**src/hw/rtl/dhsc_pkg.sv**
```systemverilog
`timescale 1ns / 1ps
// Shared types and codes for the disk head seek controller.
package dhsc_pkg;

  typedef enum logic [1:0] {
    PHASE_IDLE,
    PHASE_HOMING,
    PHASE_SEEKING
  } phase_t;

  localparam logic [1:0] KIND_SEEK  = 2'd0;
  localparam logic [1:0] KIND_RECAL = 2'd1;
  localparam logic [1:0] KIND_SLOT  = 2'd2;

  localparam logic [0:0] REG_HOME_STEP_LIMIT      = 1'd0;
  localparam logic [0:0] REG_INNER_TRACK_BOUNDARY = 1'd1;

  localparam logic [7:0] HOME_STEP_LIMIT_RESET      = 8'd100;
  localparam logic [7:0] INNER_TRACK_BOUNDARY_RESET = 8'd43;

endpackage

```
**src/hw/rtl/disk_head_seek_controller.sv**
```systemverilog
`timescale 1ns / 1ps
// Disk head seek controller: homing and seek sequencer with one result per request.
// The result of a request is registered and is on the outputs in the cycle after it is accepted.
// Throughput: one request per cycle while the receiver takes results; the single result register limits the rate.
// A new request is accepted whenever the result register is empty or being drained.
// Synchronous reset returns to idle, unhomed, track 0, registers at 100 and 43.
module disk_head_seek_controller #(
  parameter int TRACK_WIDTH = 8
) (
  input  logic       clk,
  input  logic       rst,
  input  logic       cfg_valid,
  output logic       cfg_ready,
  input  logic [0:0] cfg_index,
  input  logic [7:0] cfg_data,
  input  logic       in_valid,
  output logic       in_ready,
  input  logic [1:0] kind,
  input  logic [7:0] target_track,
  input  logic       track0_sensor,
  output logic       out_valid,
  input  logic       out_ready,
  output logic       step_valid,
  output logic       step_direction,
  output logic       busy_res,
  output logic       done_res,
  output logic       drive_found,
  output logic [7:0] head_track,
  output logic       inner_track_level
);
  import dhsc_pkg::*;

  localparam int CMP_W = (TRACK_WIDTH > 8) ? TRACK_WIDTH : 8;

  logic [7:0] home_step_limit;
  logic [7:0] inner_track_boundary;

  phase_t                 phase, phase_next;
  logic                   homed_flag, homed_flag_next;
  logic [TRACK_WIDTH-1:0] track_position, track_position_next;
  logic [TRACK_WIDTH-1:0] goal_track, goal_track_next;
  logic [7:0]             homing_steps, homing_steps_next;
  logic                   found_flag, found_flag_next;
  logic                   inner_level, inner_level_next;

  logic                   accept;
  logic                   busy_now;
  logic                   step_now;
  logic                   dir_now;
  logic                   done_now;
  logic                   busy_after;
  logic                   goal_inner;
  logic [TRACK_WIDTH-1:0] slot_pos;

  assign cfg_ready = 1'b1;
  assign in_ready  = !out_valid || out_ready;
  assign accept    = in_valid && in_ready;
  assign busy_now  = (phase == PHASE_HOMING) || (phase == PHASE_SEEKING);

  always_ff @(posedge clk) begin
    if (rst) begin
      home_step_limit      <= HOME_STEP_LIMIT_RESET;
      inner_track_boundary <= INNER_TRACK_BOUNDARY_RESET;
    end else if (cfg_valid) begin
      unique case (cfg_index)
        REG_HOME_STEP_LIMIT:      home_step_limit      <= cfg_data;
        REG_INNER_TRACK_BOUNDARY: inner_track_boundary <= cfg_data;
        default: ;
      endcase
    end
  end

  // Next state: the whole state update for one request.
  always_comb begin
    phase_next          = phase;
    homed_flag_next     = homed_flag;
    track_position_next = track_position;
    goal_track_next     = goal_track;
    homing_steps_next   = homing_steps;
    found_flag_next     = found_flag;
    inner_level_next    = inner_level;
    step_now            = 1'b0;
    dir_now             = 1'b0;
    done_now            = 1'b0;
    slot_pos            = track_position;
    goal_inner          = 1'b0;
    if (accept) begin
      unique case (kind)
        KIND_SEEK: begin
          if (!busy_now) begin
            goal_track_next = TRACK_WIDTH'(target_track);
            goal_inner = CMP_W'(goal_track_next) < CMP_W'(inner_track_boundary);
            if (!homed_flag || goal_track_next == '0) begin
              phase_next        = PHASE_HOMING;
              homing_steps_next = 8'd0;
            end else if (track_position == goal_track_next) begin
              // Already on the requested track: completes right away.
              phase_next       = PHASE_IDLE;
              done_now         = 1'b1;
              inner_level_next = goal_inner;
            end else begin
              phase_next = PHASE_SEEKING;
            end
          end
        end
        KIND_RECAL: begin
          if (!busy_now) begin
            homed_flag_next   = 1'b0;
            goal_track_next   = '0;
            phase_next        = PHASE_HOMING;
            homing_steps_next = 8'd0;
          end
        end
        KIND_SLOT: begin
          goal_inner = CMP_W'(goal_track) < CMP_W'(inner_track_boundary);
          unique case (phase)
            PHASE_HOMING: begin
              if (homing_steps >= home_step_limit || track0_sensor) begin
                // The limit check wins over the sensor.
                found_flag_next     = (homing_steps < home_step_limit);
                homed_flag_next     = 1'b1;
                track_position_next = '0;
                if (goal_track == '0) begin
                  phase_next       = PHASE_IDLE;
                  done_now         = 1'b1;
                  inner_level_next = goal_inner;
                end else begin
                  phase_next = PHASE_SEEKING;
                end
              end else begin
                step_now          = 1'b1;
                homing_steps_next = homing_steps + 8'd1;
              end
            end
            PHASE_SEEKING: begin
              slot_pos = track0_sensor ? '0 : track_position;
              if (goal_track > slot_pos) begin
                step_now            = 1'b1;
                dir_now             = 1'b1;
                track_position_next = slot_pos + TRACK_WIDTH'(1);
              end else if (goal_track < slot_pos) begin
                step_now            = 1'b1;
                track_position_next = slot_pos - TRACK_WIDTH'(1);
              end else begin
                track_position_next = slot_pos;
              end
              if (track_position_next == goal_track) begin
                phase_next       = PHASE_IDLE;
                done_now         = 1'b1;
                inner_level_next = goal_inner;
              end
            end
            default: ;
          endcase
        end
        default: ;
      endcase
    end
  end

  // Outputs: status as seen after the update.
  always_comb begin
    busy_after = (phase_next == PHASE_HOMING) || (phase_next == PHASE_SEEKING);
  end

  always_ff @(posedge clk) begin
    if (rst) begin
      phase          <= PHASE_IDLE;
      homed_flag     <= 1'b0;
      track_position <= '0;
      goal_track     <= '0;
      homing_steps   <= 8'd0;
      found_flag     <= 1'b0;
      inner_level    <= 1'b0;
      out_valid      <= 1'b0;
    end else begin
      phase          <= phase_next;
      homed_flag     <= homed_flag_next;
      track_position <= track_position_next;
      goal_track     <= goal_track_next;
      homing_steps   <= homing_steps_next;
      found_flag     <= found_flag_next;
      inner_level    <= inner_level_next;
      if (accept) begin
        out_valid <= 1'b1;
      end else if (out_ready) begin
        out_valid <= 1'b0;
      end
    end
  end

  always_ff @(posedge clk) begin
    if (accept) begin
      step_valid        <= step_now;
      step_direction    <= dir_now;
      busy_res          <= busy_after;
      done_res          <= done_now;
      drive_found       <= found_flag_next;
      head_track        <= 8'(track_position_next);
      inner_track_level <= inner_level_next;
    end
  end

  a_done_not_busy: assert property (@(posedge clk) disable iff (rst)
    out_valid && done_res |-> !busy_res)
    else $error("seek reported done while still busy");

  a_step_dir_zero: assert property (@(posedge clk) disable iff (rst)
    out_valid && !step_valid |-> !step_direction)
    else $error("step direction set without a step");

  a_seek_homed: assert property (@(posedge clk) disable iff (rst)
    phase == PHASE_SEEKING |-> homed_flag)
    else $error("seeking without a homed head");

  a_hold_stall: assert property (@(posedge clk) disable iff (rst)
    out_valid && !out_ready |-> !in_ready)
    else $error("request taken while result register is stalled");

endmodule

```
**config.mk**
```make
export PLATFORM = sky130hd
export DESIGN_NAME = disk_head_seek_controller
export DESIGN_NICKNAME = d
export VERILOG_FILES = /design/src/hw/rtl/dhsc_pkg.sv /design/src/hw/rtl/disk_head_seek_controller.sv
export SDC_FILE = /design/constraint.sdc
export NUM_CORES = 1
export LEC_CHECK = 0
export BUFFER_PORTS_ARGS = -buffer_cell sky130_fd_sc_hd__buf_4
export CORE_AREA = 2 2 130 132
export DETAILED_ROUTE_END_ITERATION = 10
export DIE_AREA = 0 0 132 134
export GPL_TIMING_DRIVEN = 0
export PLACE_DENSITY_LB_ADDON = 0.08
export SETUP_SLACK_MARGIN = 0.3
export SYNTH_ARGS = -nofsm -noshare
export SYNTH_HDL_FRONTEND = slang
export SYNTH_SLANG_ARGS = --single-unit
```
**constraint.sdc**
```tcl
create_clock -name clk -period 3.75 [get_ports clk]
set_input_delay 0.75 -clock clk [delete_from_list [all_inputs] [get_ports clk]]
set_output_delay 0.75 -clock clk [all_outputs]
set_load 0.02 [all_outputs]
```
==> impl_metrics.env <==
export IMPL_status="finished, final reports clean"
export IMPL_fin_nets=600
export IMPL_die_area_sq_mm=0.0177
export IMPL_die_height_microns=134
export IMPL_pin_count=42
export IMPL_slew_limit_headroom_pct=25.4
export IMPL_critPathSlowestCell="or4_4"
export IMPL_reg2reg_from="track_position[1]"
export IMPL_crit_required_ns=3.95
export IMPL_drtIter0Drc=164
export IMPL_max_freq_mhz=284
export IMPL_clock_sinks=60
export IMPL_synth_avg_cell_area_sq_um=8.49
export IMPL_cp_top_family="simple AND/OR/NAND/NOR gates"
export IMPL_overflow=0
export IMPL_wl_per_cell_microns=16.4
export IMPL_postSynthCellCount=471
export IMPL_final_cells=763
export IMPL_synth_cell_types=61
export IMPL_tightest_slew_ns=1.12
export IMPL_ctsHoldBuffers=0
export IMPL_p_per_area_mw_per_mm2=385
export IMPL_r2r_slack_ns=0.28
export IMPL_fill_cells=1736
export IMPL_grt_max_degree=18
export IMPL_clk_latency_ns=0.34
export IMPL_cts_buffers=9
export IMPL_r2r_end="inner_level"
export IMPL_dp_hpwl_microns=9660
export IMPL_drive_above_1_share_pct=20.4
export IMPL_cp_endpoint="inner_level"
export IMPL_setup_worst_path_start="track0_sensor"
export IMPL_clk_pin_slew_worst_paths_ns=0.05
export IMPL_reg2regPathDepth=14
export IMPL_routed_wl_microns=12500
export IMPL_cap_violations=0
export IMPL_clockBufferDepth=2
export IMPL_synth_flop_cell="dfxtp_1"
export IMPL_grt_pass1_wl_microns=20300
export IMPL_path_max_fanout=8
export IMPL_hold_path_class="flop to flop"
export IMPL_num_rows=47
export IMPL_grt_pass1_vias=3725
export IMPL_drv_slew=0
export IMPL_p_leak_nw=2.08
export IMPL_clock_skew_ns=0.00837
export IMPL_arrival_ns=3.73
export IMPL_antenna_left=0
export IMPL_cts_root_buf="clkbuf_16"
export IMPL_portBuffers=40
export IMPL_ys_async_sr_fraction_pct=0
export IMPL_syn_area_sq_mm=0.00400
export IMPL_cp_num_buf_inv=5
export IMPL_synth_area_leaders="dfxtp_1 23%, ha_1 11%, edfxtp_1 11%"
export IMPL_synth_top_cell_area_share_pct=23.0
export IMPL_crit_path_end_kind="flop"
export IMPL_core_area_sq_mm=0.0163
export IMPL_path_depth=17
export IMPL_setup_viol=0
export IMPL_yosysWarnings=0
export IMPL_post_route_period_util_pct=94.0
export IMPL_period_minus_slack_ns=3.53
export IMPL_diodes=0
export IMPL_h_tree_depth=3
export IMPL_cts_tree="done"
export IMPL_start_util_pct=24.6
export IMPL_synth_edf_count=14
export IMPL_critical_path_max_stage_delay_ns=0.54
export IMPL_firstDrtPassIters=5
export IMPL_synth_seq_area_share_pct=33.5
export IMPL_synth_ff_latch_count=60
export IMPL_path_class="primary input to flop"
export IMPL_gp_congestion=0.839
export IMPL_worst_slack_ns=0.224
export IMPL_antenna_found_initial=0
export IMPL_startpoint_type="primary input"
export IMPL_dp_slack_ns=-0.328
export IMPL_min_path_cells=2
export IMPL_dp_cells=731
export IMPL_peakVddDrop_mv=0.212
export IMPL_die_w_microns=132
export IMPL_syn_to_final_growth_pct=29.2
export IMPL_layout_commonest_cell="buf_4"
export IMPL_synth_largest_area_cell="dfxtp_1"
export IMPL_grt_setup_unrepaired="yes"
export IMPL_hold_viol_final=0
export IMPL_path_cells="buf_12, buf_8, or2b_4, inv_4, ha_4, nand4_1, buf_6, nor2_4, or4_4, xnor2_2, a32o_2, nand4_4, nor4_4, buf_4, o21a_1, o221ai_2, nor2b_1"
export IMPL_layout_common_cells="56 x buf_4, 46 x dfxtp_1, 45 x nand2_1"
export IMPL_grt_usage_pct=14.7
export IMPL_syn_nets=532
export IMPL_vias_per_cell=4.82
export IMPL_drc=0
export IMPL_vias=3676
-- worst min-delay path by stage --
stage,start,endpoint,slack (ns)
2_1_floorplan,inner_track_boundary[1],inner_track_boundary[1],0.44
3_3_place_gp,inner_track_boundary[3],inner_track_boundary[3],0.45
3_5_place_dp,home_step_limit[4],home_step_limit[4],0.45
4_1_cts,home_step_limit[4],home_step_limit[4],0.46
5_1_grt,home_step_limit[7],home_step_limit[7],0.48
6_report,home_step_limit[4],home_step_limit[4],0.46
-- metal layers --
metal	vias up	share of wire, %	wire (microns)	global-route usage, %
met3	25	4.7	582	3.63
met2	75	48	6020	25.1
met4	0	2.8	345	5.80
met5	-	0	0	0
li1	1837	-	-	-
met1	1739	44	5550	17.7
-- sequential cells by signal, summed over array words and instances (netlist names) --
signal	count
busy_res	1
done_res	1
drive_found	1
found_flag	1
goal_track	8
head_track	8
home_step_limit	8
homed_flag	1
homing_steps	8
inner_level	1
inner_track_boundary	8
inner_track_level	1
out_valid	1
phase	2
step_direction	1
step_valid	1
track_position	8
-- power breakdown --
| part | total [mW] | switching (mW) | internal, mW |
|---|---|---|---|
| combinational | 0.461 | 0.261 | 0.200 |
| clock | 0.817 | 0.296 | 0.521 |
| sequential | 0.711 | 0.0202 | 0.690 |
| total | 1.99 | 0.577 | 1.41 |
-- logic make-up (layout without fill, tap and decap cells) --
family	after synthesis	count (layout)	synth area share (%)
simple gates	176	176	23.9
compound gates	121	121	20.0
flops	60	60	33.5
buf+inv	47	119	4.60
fa+ha+maj	36	36	11.3
xor+xnor	27	27	5.91
mux	3	3	0.751
other cells	1	1	0.0937
-- what timing repair did --
item | CTS | global route
gates resized for setup | 10 | 21
buffers inserted | 7 | 10
pin swaps | 8 | 12
setup endpoints to repair | 6 | 5
-- Yosys cell counts (all sizes together), types with 6 or more instances --
library cell  instances
dfxtp                46
nand2                45
a21oi                40
ha                   36
inv                  27
nor2                 27
o21ai                27
nor2b                20
xor2                 17
clkbuf               15
edfxtp               14
nand3                14
and3                 12
nand2b               11
nand4                10
nor3                 10
xnor2                10
a32o                  8
a211o                 7
nor4                  7
a21o                  6
-- through the flow --
stage | hold WS [ns] | setup TNS, ns | util, % | power (mW) | cell area [sq um]
2_1_floorplan | 0.435 | 0 | - | 0.983 | 4010
3_3_place_gp | 0.450 | -1.53 | 28.1 | 1.12 | 4580
3_5_place_dp | 0.448 | -1.32 | 28.1 | 1.12 | 4580
4_1_cts | 0.456 | 0 | 30.6 | 1.99 | 4990
5_1_grt | 0.483 | 0 | 31.7 | 2.09 | 5170
6_report | 0.456 | 0 | 31.7 | 1.99 | 5170
-- area by class of cell --
type                            count  area (sq um)  area share, %
Multi-Input combinational cell    364          2610           50.6
Sequential cell                    60          1340           26.0
Timing Repair Buffer               57           444           8.60
Clock buffer                       12           279           5.40
Tap cell                          220           275           5.33
Inverter                           29           111           2.15
Buffer                             18          87.6           1.69
Clock inverter                      3          16.3          0.315
-- worst reg2reg max path, cell delays in order (launching register included) --
cell,delay [ns]
dfxtp_1,0.48
or2b_4,0.34
ha_1,0.29
nand4_1,0.11
buf_6,0.13
nor2_4,0.05
or4_4,0.54
xnor2_2,0.16
a32o_2,0.21
nand4_4,0.09
nor4_4,0.34
buf_4,0.19
o21a_1,0.12
o221ai_2,0.12
nor2b_1,0.16
Power figures use the tool's default switching activity.
